**src/rtl/blg_pkg.sv**
```systemverilog
// ----------------------------------------------------------------------------
// blg_pkg: shared types and constants of the battery level gauge
// Field widths, register codes, breakpoint tables, the segment lookup and
// the request/response structs of the serial arithmetic units.
// ----------------------------------------------------------------------------
`default_nettype none

package blg_pkg;

  localparam int ADC_W      = 12;
  localparam int SCALE_W    = 24;
  localparam int WEIGHT_W   = 9;
  localparam int PCT_W      = 7;
  localparam int MV_W       = 16;
  localparam int CFG_IDX_W  = 2;
  localparam int CFG_DATA_W = 24;

  localparam int MCAND_W  = 24;
  localparam int MPLIER_W = 12;
  localparam int PROD_W   = MCAND_W + MPLIER_W;
  localparam int NBITS_W  = 4;

  localparam int OFF_W  = 10;
  localparam int DP_W   = 5;
  localparam int DV_W   = 10;
  localparam int DVD_W  = 14;
  localparam int QUOT_W = 5;
  localparam int QCNT_W = 3;

  localparam int GAUGE_POINTS = 7;

  localparam logic [SCALE_W-1:0]  VOLT_SCALE_RST   = 24'd276432;
  localparam logic [WEIGHT_W-1:0] SMOOTH_WEIGHT_RST = 9'd253;
  localparam logic [WEIGHT_W-1:0] WEIGHT_ONE        = 9'd256;

  localparam logic [NBITS_W-1:0] NBITS_ADC = 4'd12;
  localparam logic [NBITS_W-1:0] NBITS_DP  = 4'd5;
  localparam logic [NBITS_W-1:0] NBITS_PCT = 4'd7;
  localparam logic [QCNT_W-1:0]  QUOT_STEPS = 3'd5;

  typedef enum logic [CFG_IDX_W-1:0] {
    REG_VOLT_SCALE    = 2'd0,
    REG_SMOOTH_WEIGHT = 2'd1
  } cfg_reg_t;

  localparam logic [MV_W-1:0] BP_MV [GAUGE_POINTS] = '{
    16'd10500, 16'd11180, 16'd11390, 16'd11620, 16'd12070, 16'd12330, 16'd12600
  };
  localparam logic [PCT_W-1:0] BP_PCT [GAUGE_POINTS] = '{
    7'd0, 7'd20, 7'd40, 7'd60, 7'd80, 7'd90, 7'd100
  };
  localparam logic [PCT_W-1:0] PCT_FULL = 7'd100;

  typedef struct packed {
    logic [PCT_W-1:0] base;
    logic [DP_W-1:0]  dp;
    logic [DV_W-1:0]  dv;
    logic [OFF_W-1:0] off;
  } seg_t;

  typedef struct packed {
    logic                start;
    logic                accum;
    logic [MCAND_W-1:0]  mcand;
    logic [MPLIER_W-1:0] mplier;
    logic [NBITS_W-1:0]  nbits;
  } mul_req_t;

  typedef struct packed {
    logic              busy;
    logic              done;
    logic [PROD_W-1:0] prod;
  } mul_rsp_t;

  typedef struct packed {
    logic             start;
    logic [DVD_W-1:0] dividend;
    logic [DV_W-1:0]  divisor;
  } div_req_t;

  typedef struct packed {
    logic              busy;
    logic              done;
    logic [QUOT_W-1:0] quot;
  } div_rsp_t;

  // Picks the interpolation segment for a voltage. Outside the table the
  // slope is zero and the divisor one, so the quotient comes out zero.
  function automatic seg_t seg_lookup(input logic [MV_W-1:0] mv);
    seg_t             s;
    logic             found;
    logic [MV_W-1:0]  dv_full;
    logic [MV_W-1:0]  off_full;
    logic [PCT_W-1:0] dp_full;
    s        = '{base: '0, dp: '0, dv: DV_W'(1), off: '0};
    found    = 1'b0;
    dv_full  = '0;
    off_full = '0;
    dp_full  = '0;
    if (mv < BP_MV[0]) begin
      s.base = '0;
    end else if (mv > BP_MV[GAUGE_POINTS-1]) begin
      s.base = PCT_FULL;
    end else begin
      for (int i = 1; i < GAUGE_POINTS; i++) begin
        if (!found && (mv <= BP_MV[i])) begin
          found    = 1'b1;
          dv_full  = BP_MV[i] - BP_MV[i-1];
          off_full = mv - BP_MV[i-1];
          dp_full  = BP_PCT[i] - BP_PCT[i-1];
          s.base   = BP_PCT[i-1];
          s.dp     = dp_full[DP_W-1:0];
          s.dv     = dv_full[DV_W-1:0];
          s.off    = off_full[OFF_W-1:0];
        end
      end
    end
    return s;
  endfunction

endpackage

`default_nettype wire

```
**src/rtl/battery_level_gauge_unit.sv**
```systemverilog
// ----------------------------------------------------------------------------
// battery_level_gauge_unit: ADC sample to battery voltage and charge level
// Scales a sample to millivolts, interpolates a charge percentage over fixed
// breakpoints and smooths it with a programmable weight.
// ----------------------------------------------------------------------------
// Usage: the input channel (in_valid, in_stall, in_adc_sample) takes one
// sample per transfer. The result channel (out_valid, out_stall and the
// three result fields) gives one result per sample, in order. The register
// port (cfg_valid, cfg_ready, cfg_index, cfg_data) is always ready; index 0
// is the Q16 voltage scale, index 1 the Q8 smoothing weight, other indexes
// are ignored. Write registers only while no sample is in flight.
// The datapath has one serial multiplier for four products (of 12, 5, 7 and
// 7 multiplier bits) and a serial divider for five quotient bits, with a
// registered handoff for each of seven steps: the voltage load, the segment
// lookup, the divider start, the two smoothing starts, the level load and
// the result load. A new sample is taken only once the previous result has
// been loaded into the output register.
// Reset clears the smoother, so the first sample after reset gives a level
// equal to its raw percentage. A stalled result is held in the output
// register; the next sample is still taken and waits, finished, until the
// output register frees.
// ----------------------------------------------------------------------------
`default_nettype none

module battery_level_gauge_unit (
  input  logic                           clk,
  input  logic                           rst_n,
  input  logic                           in_valid,
  output logic                           in_stall,
  input  logic [blg_pkg::ADC_W-1:0]      in_adc_sample,
  output logic                           out_valid,
  input  logic                           out_stall,
  output logic [blg_pkg::PCT_W-1:0]      out_level_percent,
  output logic [blg_pkg::PCT_W-1:0]      out_raw_percent,
  output logic [blg_pkg::MV_W-1:0]       out_battery_mv,
  input  logic                           cfg_valid,
  output logic                           cfg_ready,
  input  logic [blg_pkg::CFG_IDX_W-1:0]  cfg_index,
  input  logic [blg_pkg::CFG_DATA_W-1:0] cfg_data
);
  import blg_pkg::*;

  typedef enum logic [7:0] {
    S_IDLE  = 8'b00000001,
    S_MV    = 8'b00000010,
    S_SEG   = 8'b00000100,
    S_SCALE = 8'b00001000,
    S_DIV   = 8'b00010000,
    S_SMA   = 8'b00100000,
    S_SMB   = 8'b01000000,
    S_OUT   = 8'b10000000
  } state_t;

  state_t               state_r, state_nxt;
  logic [SCALE_W-1:0]   volt_scale_r, volt_scale_nxt;
  logic [WEIGHT_W-1:0]  weight_r, weight_nxt;
  logic [PCT_W-1:0]     smooth_r, smooth_nxt;
  logic                 primed_r, primed_nxt;
  logic [MV_W-1:0]      mv_r, mv_nxt;
  logic [PCT_W-1:0]     base_r, base_nxt;
  logic [DV_W-1:0]      dv_r, dv_nxt;
  logic [PCT_W-1:0]     raw_r, raw_nxt;
  logic                 out_valid_r, out_valid_nxt;
  logic [PCT_W-1:0]     out_level_r, out_level_nxt;
  logic [PCT_W-1:0]     out_raw_r, out_raw_nxt;
  logic [MV_W-1:0]      out_mv_r, out_mv_nxt;

  mul_req_t             mul_req;
  mul_rsp_t             mul_rsp;
  div_req_t             div_req;
  div_rsp_t             div_rsp;
  seg_t                 seg;
  logic [WEIGHT_W-1:0]  w_eff;
  logic [WEIGHT_W-1:0]  w_rest;
  logic [PCT_W-1:0]     prev_lvl;
  logic [PCT_W-1:0]     div_raw;

  blg_mul u_mul (
    .clk   (clk),
    .rst_n (rst_n),
    .req   (mul_req),
    .rsp   (mul_rsp)
  );

  blg_div u_div (
    .clk   (clk),
    .rst_n (rst_n),
    .req   (div_req),
    .rsp   (div_rsp)
  );

  assign in_stall  = (state_r != S_IDLE);
  assign cfg_ready = 1'b1;

  assign seg      = seg_lookup(mv_r);
  assign w_eff    = (weight_r > WEIGHT_ONE) ? WEIGHT_ONE : weight_r;
  assign w_rest   = WEIGHT_ONE - w_eff;
  assign prev_lvl = primed_r ? smooth_r : raw_r;
  assign div_raw  = base_r + {{(PCT_W-QUOT_W){1'b0}}, div_rsp.quot};

  always_comb begin
    volt_scale_nxt = volt_scale_r;
    weight_nxt     = weight_r;
    if (cfg_valid && cfg_ready) begin
      case (cfg_index)
        REG_VOLT_SCALE:    volt_scale_nxt = cfg_data[SCALE_W-1:0];
        REG_SMOOTH_WEIGHT: weight_nxt     = cfg_data[WEIGHT_W-1:0];
        default: ;
      endcase
    end
  end

  always_comb begin
    state_nxt     = state_r;
    smooth_nxt    = smooth_r;
    primed_nxt    = primed_r;
    mv_nxt        = mv_r;
    base_nxt      = base_r;
    dv_nxt        = dv_r;
    raw_nxt       = raw_r;
    out_valid_nxt = out_valid_r && out_stall;
    out_level_nxt = out_level_r;
    out_raw_nxt   = out_raw_r;
    out_mv_nxt    = out_mv_r;
    mul_req       = '0;
    div_req       = '0;
    case (state_r)
      S_IDLE: begin
        if (in_valid) begin
          mul_req.start  = 1'b1;
          mul_req.mcand  = volt_scale_r;
          mul_req.mplier = in_adc_sample;
          mul_req.nbits  = NBITS_ADC;
          state_nxt      = S_MV;
        end
      end
      S_MV: begin
        if (mul_rsp.done) begin
          if (mul_rsp.prod[PROD_W-1:2*MV_W] != '0) begin
            mv_nxt = '1;
          end else begin
            mv_nxt = mul_rsp.prod[2*MV_W-1:MV_W];
          end
          state_nxt = S_SEG;
        end
      end
      S_SEG: begin
        base_nxt       = seg.base;
        dv_nxt         = seg.dv;
        mul_req.start  = 1'b1;
        mul_req.mcand  = {{(MCAND_W-OFF_W){1'b0}}, seg.off};
        mul_req.mplier = {{(MPLIER_W-DP_W){1'b0}}, seg.dp};
        mul_req.nbits  = NBITS_DP;
        state_nxt      = S_SCALE;
      end
      S_SCALE: begin
        if (mul_rsp.done) begin
          div_req.start    = 1'b1;
          div_req.dividend = mul_rsp.prod[DVD_W-1:0];
          div_req.divisor  = dv_r;
          state_nxt        = S_DIV;
        end
      end
      S_DIV: begin
        if (div_rsp.done) begin
          raw_nxt        = div_raw;
          mul_req.start  = 1'b1;
          mul_req.mcand  = {{(MCAND_W-WEIGHT_W){1'b0}}, w_eff};
          mul_req.mplier = {{(MPLIER_W-PCT_W){1'b0}}, div_raw};
          mul_req.nbits  = NBITS_PCT;
          state_nxt      = S_SMA;
        end
      end
      S_SMA: begin
        if (mul_rsp.done) begin
          mul_req.start  = 1'b1;
          mul_req.accum  = 1'b1;
          mul_req.mcand  = {{(MCAND_W-WEIGHT_W){1'b0}}, w_rest};
          mul_req.mplier = {{(MPLIER_W-PCT_W){1'b0}}, prev_lvl};
          mul_req.nbits  = NBITS_PCT;
          state_nxt      = S_SMB;
        end
      end
      S_SMB: begin
        if (mul_rsp.done) begin
          smooth_nxt = mul_rsp.prod[PCT_W+7:8];
          primed_nxt = 1'b1;
          state_nxt  = S_OUT;
        end
      end
      S_OUT: begin
        if (!out_valid_r || !out_stall) begin
          out_valid_nxt = 1'b1;
          out_level_nxt = smooth_r;
          out_raw_nxt   = raw_r;
          out_mv_nxt    = mv_r;
          state_nxt     = S_IDLE;
        end
      end
      default: begin
        state_nxt = S_IDLE;
      end
    endcase
  end

  always_ff @(posedge clk) begin
    if (!rst_n) begin
      state_r      <= S_IDLE;
      volt_scale_r <= VOLT_SCALE_RST;
      weight_r     <= SMOOTH_WEIGHT_RST;
      smooth_r     <= '0;
      primed_r     <= 1'b0;
      out_valid_r  <= 1'b0;
    end else begin
      state_r      <= state_nxt;
      volt_scale_r <= volt_scale_nxt;
      weight_r     <= weight_nxt;
      smooth_r     <= smooth_nxt;
      primed_r     <= primed_nxt;
      out_valid_r  <= out_valid_nxt;
    end
  end

  always_ff @(posedge clk) begin
    mv_r        <= mv_nxt;
    base_r      <= base_nxt;
    dv_r        <= dv_nxt;
    raw_r       <= raw_nxt;
    out_level_r <= out_level_nxt;
    out_raw_r   <= out_raw_nxt;
    out_mv_r    <= out_mv_nxt;
  end

  assign out_valid         = out_valid_r;
  assign out_level_percent = out_level_r;
  assign out_raw_percent   = out_raw_r;
  assign out_battery_mv    = out_mv_r;

  a_idle_units_free: assert property (@(posedge clk) disable iff (!rst_n)
    (state_r == S_IDLE) |-> !mul_rsp.busy && !div_rsp.busy)
    else $error("Arithmetic unit still busy while the gauge is idle.");

  a_result_range: assert property (@(posedge clk) disable iff (!rst_n)
    out_valid_r |-> (out_raw_r <= PCT_FULL) && (out_level_r <= PCT_FULL))
    else $error("Percentage result above full scale.");

  a_primed_on_result: assert property (@(posedge clk) disable iff (!rst_n)
    $rose(out_valid_r) |-> primed_r)
    else $error("Result presented before the smoother was primed.");

  a_primed_holds: assert property (@(posedge clk) disable iff (!rst_n)
    primed_r |=> primed_r)
    else $error("Smoother lost its primed state without a reset.");

endmodule

`default_nettype wire

```
**src/rtl/blg_mul.sv**
```systemverilog
// ----------------------------------------------------------------------------
// blg_mul: shared bit-serial shift-and-add multiplier
// Consumes one multiplier bit per cycle, optionally adding onto the previous
// product so that two products can be summed.
// ----------------------------------------------------------------------------
`default_nettype none

module blg_mul (
  input  logic              clk,
  input  logic              rst_n,
  input  blg_pkg::mul_req_t req,
  output blg_pkg::mul_rsp_t rsp
);
  import blg_pkg::*;

  logic                busy_r, busy_nxt;
  logic                done_r, done_nxt;
  logic [NBITS_W-1:0]  cnt_r, cnt_nxt;
  logic [PROD_W-1:0]   mcand_r, mcand_nxt;
  logic [MPLIER_W-1:0] mplier_r, mplier_nxt;
  logic [PROD_W-1:0]   acc_r, acc_nxt;

  always_comb begin
    busy_nxt   = busy_r;
    done_nxt   = 1'b0;
    cnt_nxt    = cnt_r;
    mcand_nxt  = mcand_r;
    mplier_nxt = mplier_r;
    acc_nxt    = acc_r;
    if (req.start) begin
      busy_nxt   = 1'b1;
      cnt_nxt    = req.nbits;
      mcand_nxt  = {{(PROD_W-MCAND_W){1'b0}}, req.mcand};
      mplier_nxt = req.mplier;
      acc_nxt    = req.accum ? acc_r : '0;
    end else if (busy_r) begin
      if (mplier_r[0]) begin
        acc_nxt = acc_r + mcand_r;
      end
      mcand_nxt  = {mcand_r[PROD_W-2:0], 1'b0};
      mplier_nxt = {1'b0, mplier_r[MPLIER_W-1:1]};
      cnt_nxt    = cnt_r - 1'b1;
      if (cnt_r == NBITS_W'(1)) begin
        busy_nxt = 1'b0;
        done_nxt = 1'b1;
      end
    end
  end

  always_ff @(posedge clk) begin
    if (!rst_n) begin
      busy_r <= 1'b0;
      done_r <= 1'b0;
      cnt_r  <= '0;
    end else begin
      busy_r <= busy_nxt;
      done_r <= done_nxt;
      cnt_r  <= cnt_nxt;
    end
  end

  always_ff @(posedge clk) begin
    mcand_r  <= mcand_nxt;
    mplier_r <= mplier_nxt;
    acc_r    <= acc_nxt;
  end

  assign rsp.busy = busy_r;
  assign rsp.done = done_r;
  assign rsp.prod = acc_r;

  a_start_idle: assert property (@(posedge clk) disable iff (!rst_n)
    req.start |-> !busy_r)
    else $error("Multiplier started while a product was in progress.");

  a_busy_count: assert property (@(posedge clk) disable iff (!rst_n)
    busy_r |-> cnt_r != '0)
    else $error("Multiplier busy with an empty bit count.");

  a_done_after_busy: assert property (@(posedge clk) disable iff (!rst_n)
    done_r |-> !busy_r && $past(busy_r))
    else $error("Multiplier done without a finished product.");

endmodule

`default_nettype wire

```
**src/rtl/blg_div.sv**
```systemverilog
// ----------------------------------------------------------------------------
// blg_div: bit-serial restoring divider
// Produces one quotient bit per cycle, most significant first, for quotients
// known to fit in the quotient width.
// ----------------------------------------------------------------------------
`default_nettype none

module blg_div (
  input  logic              clk,
  input  logic              rst_n,
  input  blg_pkg::div_req_t req,
  output blg_pkg::div_rsp_t rsp
);
  import blg_pkg::*;

  logic              busy_r, busy_nxt;
  logic              done_r, done_nxt;
  logic [QCNT_W-1:0] cnt_r, cnt_nxt;
  logic [DVD_W-1:0]  rem_r, rem_nxt;
  logic [DVD_W-1:0]  dsr_r, dsr_nxt;
  logic [QUOT_W-1:0] quot_r, quot_nxt;

  always_comb begin
    busy_nxt = busy_r;
    done_nxt = 1'b0;
    cnt_nxt  = cnt_r;
    rem_nxt  = rem_r;
    dsr_nxt  = dsr_r;
    quot_nxt = quot_r;
    if (req.start) begin
      busy_nxt = 1'b1;
      cnt_nxt  = QUOT_STEPS;
      rem_nxt  = req.dividend;
      dsr_nxt  = {req.divisor, {(DVD_W-DV_W){1'b0}}};
      quot_nxt = '0;
    end else if (busy_r) begin
      if (rem_r >= dsr_r) begin
        rem_nxt  = rem_r - dsr_r;
        quot_nxt = {quot_r[QUOT_W-2:0], 1'b1};
      end else begin
        quot_nxt = {quot_r[QUOT_W-2:0], 1'b0};
      end
      dsr_nxt = {1'b0, dsr_r[DVD_W-1:1]};
      cnt_nxt = cnt_r - 1'b1;
      if (cnt_r == QCNT_W'(1)) begin
        busy_nxt = 1'b0;
        done_nxt = 1'b1;
      end
    end
  end

  always_ff @(posedge clk) begin
    if (!rst_n) begin
      busy_r <= 1'b0;
      done_r <= 1'b0;
      cnt_r  <= '0;
    end else begin
      busy_r <= busy_nxt;
      done_r <= done_nxt;
      cnt_r  <= cnt_nxt;
    end
  end

  always_ff @(posedge clk) begin
    rem_r  <= rem_nxt;
    dsr_r  <= dsr_nxt;
    quot_r <= quot_nxt;
  end

  assign rsp.busy = busy_r;
  assign rsp.done = done_r;
  assign rsp.quot = quot_r;

  a_start_idle: assert property (@(posedge clk) disable iff (!rst_n)
    req.start |-> !busy_r && !done_r)
    else $error("Divider started while a quotient was in progress.");

  a_busy_count: assert property (@(posedge clk) disable iff (!rst_n)
    busy_r |-> cnt_r != '0)
    else $error("Divider busy with an empty step count.");

  a_done_after_busy: assert property (@(posedge clk) disable iff (!rst_n)
    done_r |-> !busy_r && $past(busy_r))
    else $error("Divider done without a finished quotient.");

endmodule

`default_nettype wire
```
**config.mk**
```make
export PLATFORM = sky130hd
export DESIGN_NAME = battery_level_gauge_unit
export DESIGN_NICKNAME = d
export VERILOG_FILES = /design/src/rtl/blg_pkg.sv /design/src/rtl/battery_level_gauge_unit.sv /design/src/rtl/blg_mul.sv /design/src/rtl/blg_div.sv
export SDC_FILE = /design/constraint.sdc
export NUM_CORES = 1
export LEC_CHECK = 0
export BUFFER_PORTS_ARGS = -buffer_cell sky130_fd_sc_hd__buf_2
export CORE_UTILIZATION = 56
export CTS_CLUSTER_SIZE = 14
export DETAILED_ROUTE_END_ITERATION = 12
export GPL_ROUTABILITY_DRIVEN = 1
export PLACE_DENSITY = 0.77
export SKIP_LAST_GASP = 1
export SYNTH_ARGS = -nofsm -noshare
export SYNTH_HDL_FRONTEND = slang
export SYNTH_SLANG_ARGS = --single-unit
export TNS_END_PERCENT = 30
```
**constraint.sdc**
```tcl
create_clock -name clk -period 3.8 [get_ports clk]
set_input_delay 0.76 -clock clk [delete_from_list [all_inputs] [get_ports clk]]
set_output_delay 0.76 -clock clk [all_outputs]
set_load 0.02 [all_outputs]
```
# Word level (Yosys, flattened, before mapping)
# Index checks and enable logic that the tools add are counted.
# classes
n_addsub	12
magnitude_cmp	10
eq_ne	20
mux	72
n_bitwise	3
n_reduce_logical	37
# ops
operator	count
$mux 32	5
$pmux 40 s4	1
$mux 25	6
$mux 36	4
$le 16x14->1 const B	6
$mux 14	5
$pmux 8 s8	1
$mux 8	7
$mux 24	2
$mux 42	1
$mux 40	1
$add 36x36->36	1
$mux 1	29
$mux 12	2
$sub 10x10->10 const B	2
$sub 10x9->10 const B	2
$gt 16x14->1 const B	1
$lt 16x14->1 const B	1
$ge 14x14->1	1
$mux 7	2
$reduce_and 2->1	7
$sub 14x14->14	1
$ne 2x1->1 const B	5
$sub 10x6->10 const B	1
38 further kinds	60
# word_totals
reg_bits	248
in_bits	43
out_inout_bits	33
wordCells	188

# Logic depth before layout (Yosys ltp)
# depth
ltp_word	31
ltp_mapped	12
depth_no_buf	12

# By module
# Synthesis repeated with hierarchy kept, for this count alone.
# hier_totals
hier_cells	1477
area_unflattened_um2	14537.7
# by_module_without_submodules
mod	n_inst	cells_each	area_per_inst_um2	seq_area_each_um2
battery_level_gauge_unit	1	716	6730.2	3072.9
blg_mul	1	517	5465.2	2522.4
blg_div	1	244	2342.2	1001.0

# Least setup slack after synthesis
# Ideal clock, no wire load.
# synth_timing
path_type	register to register
startpoint	reg state_r[0]
endpoint	reg u_mul.acc_r[0], enable pin
setup_ns	0.441
arrival_ns	3.460
required_ns	3.359
slack_ns	-0.101
path_stages_with_launch	9
n_path_buf	2
synth_period_minus_slack_ns	3.901
path_cell_list	dfxtp_1 or2_1 nor4b_2 nand3_1 nand3_1 buf_2 nor2_1 clkbuf_1 a21oi_1
# synth_between
elab_chain_cells	4
elab_cells_between_ends	10
# synth_rtl
element	line_no	source
start: declaration	battery_level_gauge_unit.sv:54	state_t state_r, state_nxt;
start signal: assignment	battery_level_gauge_unit.sv:215	state_r <= state_nxt;
$eq 8x6->1 (tied with other cells)	battery_level_gauge_unit.sv:127	case (state_r)
$pmux 1 s4 or $mux 1 (tied branches)	battery_level_gauge_unit.sv:127	
$ne 2x2->1 (no source line) or $reduce_bool 2->1 (tied branches)	n/a	
$reduce_and 3->1 (no source line) (*)	n/a	
end signal: assignment	blg_mul.sv:65	acc_r <= acc_nxt;
end: declaration	blg_mul.sv:21	logic [PROD_W-1:0] acc_r, acc_nxt;
# Every way passes the cells marked *; elsewhere a longest branch is shown, timed or not.
# A chain may end at the register's enable or synchronous reset.

# Final worst setup path
# layout_timing
startpoint	reg mv_r[1]
endpoint	reg u_mul.mcand_r[5], data pin
# layout_between
elab_chain_cells	31
elab_cells_between_ends	49
# layout_rtl
element	line_no	source
start: declaration	battery_level_gauge_unit.sv:59	logic [MV_W-1:0] mv_r, mv_nxt;
start signal: assignment	battery_level_gauge_unit.sv:225	mv_r <= mv_nxt;
$le 16x14->1	blg_pkg.sv:106	if (!found && (mv <= BP_MV[i])) begin
$mux 1	blg_pkg.sv:106	
$mux 1	blg_pkg.sv:102	end else if (mv > BP_MV[GAUGE_POINTS-1]) begin
$mux 1	blg_pkg.sv:100	if (mv < BP_MV[0]) begin
$logic_not 1->1	blg_pkg.sv:106	
$logic_and 1x1->1	blg_pkg.sv:106	
$mux 1	blg_pkg.sv:106	
$mux 1	blg_pkg.sv:102	
[16 not listed]	n/a	
$logic_not 1->1	blg_pkg.sv:106	
$logic_and 1x1->1	blg_pkg.sv:106	
$mux 32	blg_pkg.sv:106	
$mux 25	blg_pkg.sv:102	
$mux 25 (*)	blg_pkg.sv:100	
$pmux 40 s4 (*)	battery_level_gauge_unit.sv:127	
$mux 24 (*)	blg_mul.sv:30	if (req.start) begin
named net u_mul.mcand_nxt[5]	blg_mul.sv:19	logic [PROD_W-1:0] mcand_r, mcand_nxt;
end signal: assignment	blg_mul.sv:63	mcand_r <= mcand_nxt;
end: declaration	blg_mul.sv:19	
# The timed path passes the listed nets; every way through them passes the cells marked *. The select of a mux whose other input is x is not followed.

==> results.md <==
- The flow ran to the end, and the final reports show no timing, DRC or antenna violations.
- The endpoint of the worst hold-timing path is volt_scale_r[18].
- Buffers added to address setup during post-CTS repair amount to 0.
- The worst hold path passes through 3 cells.
- Among the stages of the critical path, the cell type that occurs most often is and3b_1.
- The number of buffers inserted during clock tree synthesis is 27.
- The worst setup path is captured at a flop.
- The critical path is of the reg2reg type.
- The mean instance size in the synthesized netlist is ~9.6 µm².
- The number of detailed-routing iterations run before antenna repair is 5.
- The worst hold path belongs to the class in2reg.
- The fraction of post-synthesis cell area in the top cell type by area is 0.3618.
- The number of sinks on the clock net is between 200 and 250.
- The final clock period utilization by the worst path is 0.9206.
- The largest driver fanout on the critical path is 14.
- Of all flip-flops after synthesis, the portion carrying an async set or reset was 0.
- Entering global routing, the biggest net connects 62 pins.
- The cell area power density is ~530 nW/µm².
- The depth of the worst register-to-register path is 9.
- The transition time at the pin with the least slew margin is 1.016 ns.
- In this run the number of H-tree levels came out at 1.
- Routability-driven placement finished with a final weighted congestion of 1.001.
- The cell sitting at the root of the clock tree is a clkbuf_16.
- The minimum clock period after layout is 3.498 ns.
- STA classifies the critical path startpoint as a flop.
- The number of nets in the synthesized netlist is 1,536.
- After clock tree synthesis, the clock-pin slew on the worst setup and hold paths is 0.07 ns.
- The clock latency on the worst-skew pair is 0.54 ns.
- The number of warning messages in the yosys log is 0.
- Summing all placed instances gives a cell area of approximately 15,000 µm².
- The clock arrives with 0.01817 ns of skew.
- The most common library cell in the layout ignoring fill and taps is nand2_1.
- The number of inserted filler cells in the final layout is 1,934.
- Once the clock tree was built, the resizer swapped 0 gates to a different size.
- For the final routed database, the setup TNS stands at 0 ns.
- Counting tap cells, the placed design contains a total of 1,789 instances.
- Excluding fillers, the count of instances in the completed layout stands at 1,840.
- The initial utilization of the core area, before any placement, comes to 0.5765.
- The core region is roughly 24,000 µm².
- TritonCTS built the clock tree.
- The analysis attributes to cell leakage a power of 6.032 nW.
- Yosys mapped the design onto 84 distinct sky130hd cell types.
- In the final layout, the share of cells above drive strength 1 is 0.1289.
- Data arrives at the worst endpoint at about 3.8 ns.
- The worst setup slack before clock tree synthesis is 0.3776 ns.
- The register-to-register setup slack is approximately 0.3 ns.
- On the critical path, the stage with the largest delay is an instance of edfxtp_1.
- The highest ir drop seen on vdd is 0.0005998 V.
- The final count of negative-setup-slack endpoints is 0.
- In the routed layout, each cell is associated on average with a via count of 6.048.
- Data on the critical path is required at its endpoint by a little over 4 ns.
- The number of violations reported at the end of detailed-routing iteration 0 is a little under 1,000.
- The cell family contributing the most delay on the critical path is simple AND/OR/NAND/NOR gates.
- Counting along the longest clock path gives a buffer depth of 3.
- The critical path runs through a total of 9 cells.
- In this run the horizontal extent of the chip is 158.4 µm.
- In this run the count of I/O pins placed on the die edge is 76.
- The number of global-route vias before repair is 10,540.
- The combined global-route utilization of all metal layers is 0.2863.
- The number of buffers added to fix hold violations after cts is 0.
- The cell area after synthesis is 13,690 µm².
- The routed design has 35.44 mm of wire.
- The startpoint identified for the worst hold timing path is cfg_data[18].
- The startpoint identified for the worst register-to-register timing path is mv_r[1].
- The area added between synthesis and finish is 12.64%.
- The synthesized design contains 247 register bits.
- Leaving out fill and tap cells, the most frequent cells in the layout are 203 x nand2_1, 165 x edfxtp_1, 124 x nor2_1.
- Setup repair after global routing left no endpoint under its margin.
- After detailed routing, the average wire length per cell comes to between 15 and 20 µm.
- The count of standard-cell rows is 56.
- The area of all placed cells without fillers is ~15,000 µm².
- The number of max-capacitance violations reported is 0.
- Of the synthesized area, sequential elements account for 0.4817.
- The area enclosed by the die boundary is 25,080 µm².
- The vias after detailed routing is 11,130.
- The number of flops mapped to enable cells by yosys is 165.
- The signal on the critical path passes through ha_1 > and3b_1 > and4_1 > a211oi_4 > and3b_1 > nor2_1 > o2111a_1 > o21ai_1 > a21o_1.
- Together, buffers and inverters on the worst path number 0.
- Setup slack closes at 0.3017 ns.
- The height of the die is 158.4 µm.
- The total DRC errors in the routed layout is 0.
- The gate count after technology mapping is around 1,400.
- By area the synthesized netlist is led by edfxtp_1 36%, dfxtp_1 12%, ha_1 6.0%.
- The number of I/O port buffers is 74.
- The first global-routing pass estimated 55.72 mm of wire.
- The number of antenna violations at the first check in global routing is 1.
- The endpoint identified for the worst register-to-register timing path is u_mul.mcand_r[5].
- The wire-length estimate of the detail-placed layout is 25.59 mm.
- The total overflow reported by the global router is 0.
- The final-report hold violation count is 0.
- Once detail routing completed, the nets flagged for antenna violations numbered 0.
- The cell accounting for the most synthesized area is edfxtp_1.
- The relative slew slack is 0.3212.
- The max-slew violation total from the final report was 0.
- On the worst path, the slowest cell contributes a delay of roughly 0.64 ns.
- The highest clock rate is approximately 0.29 GHz.
- The net count of the finished layout is 1,611.
- The most used flip-flop cell after synthesis is edfxtp_1.
-- layout make-up --
| class | instances | area [µm²] | area share |
|---|---|---|---|
| Tap cell | 319 | 399.1 | 0.02588 |
| Antenna cell | 1 | 2.502 | 0.0001622 |
| Multi-Input combinational cell | 1053 | 6651 | 0.4312 |
| Sequential cell | 247 | 6596 | 0.4276 |
| Timing Repair Buffer | 114 | 683.2 | 0.04429 |
| Inverter | 56 | 212.7 | 0.01379 |
| Clock buffer | 39 | 780.7 | 0.05062 |
| Clock inverter | 11 | 98.84 | 0.006408 |
-- stage by stage --
stage               power [mW]  hold WS [ns]  utilization
CTS                      8.251        0.4125       0.6493
floorplan                5.074        0.4206            -
global route             8.651        0.4447       0.6493
global placement         5.585        0.4436       0.6123
detailed placement       5.659        0.4460       0.6123
finish                   8.249        0.4297       0.6494
-- worst max-delay path by stage --
stage	start	end	slack (ns)
finish	mv_r[1]	u_mul.mcand_r[5]	0.30
global placement	mv_r[1]	u_mul.mcand_r[3]	0.45
global route	mv_r[1]	u_mul.mcand_r[9]	0.16
detailed placement	mv_r[1]	u_mul.mcand_r[5]	0.38
floorplan	state_r[0]	u_mul.acc_r[0]	0.60
CTS	mv_r[1]	u_mul.mcand_r[5]	0.37
-- layer usage --
metal  vias up  track usage  part of all wire
met5         -            0                 0
met4         0       0.1223             0.037
met2       432       0.4708              0.48
li1       5301            -                 -
met1      5308       0.3806              0.43
met3        88      0.03620             0.059
-- power breakdown --
| group | switching, mW | internal, mW |
|---|---|---|
| logic | 1.22 | 0.882 |
| registers | 0.260 | 3.29 |
| clock network | 1.09 | 1.50 |
-- cell usage after synthesis, types with 8 or more instances --
library cell  count
nand2_1         203
xnor2_1          31
edfxtp_1        165
and3_1            8
and2_1           13
nand3_1          46
nand4_1           9
o31ai_1          12
nand2b_1         28
inv_1            53
clkbuf_1         48
o211ai_1         12
or2_2            10
xor2_1           21
nor2b_1          19
mux2i_1          34
o21ai_1          11
buf_2            15
nor2_1          126
a21boi_0         27
ha_1             66
o21ai_0          86
o221ai_1          8
a21oi_1          85
a21o_1           20
a31oi_1          16
dfxtp_1          82
nor3_1           27
o21a_1           10
-- worst register-to-register path, cell delays in order, from the launching register on --
cell and delay [ns]:
edfxtp_1 0.64, ha_1 0.41, and3b_1 0.19, and4_1 0.22, a211oi_4 0.35, and3b_1 0.41, nor2_1 0.49, o2111a_1 0.27
o21ai_1 0.08, a21o_1 0.19
-- sequential cells by signal (all words and copies together) (netlist names), 3 cells and up --
signal             flops
smooth_r               7
state_r                8
u_mul.acc_r           36
out_battery_mv        16
u_mul.mplier_r        12
u_div.dsr_r           14
raw_r                  7
u_mul.mcand_r         36
weight_r               9
out_level_percent      7
base_r                 6
dv_r                  10
u_mul.cnt_r            4
u_div.rem_r           14
u_div.quot_r           5
out_raw_percent        7
volt_scale_r          24
mv_r                  16
u_div.cnt_r            3
-- cells by family after synthesis --
group           share of synthesized area
compound gates                     0.1682
xor+xnor                          0.03326
fa+ha+maj                         0.06469
buf+inv                           0.03582
flops                              0.4817
mux                               0.02567
other cells                     0.0002738
simple gates                       0.1904
Power figures use the tool's default switching activity.
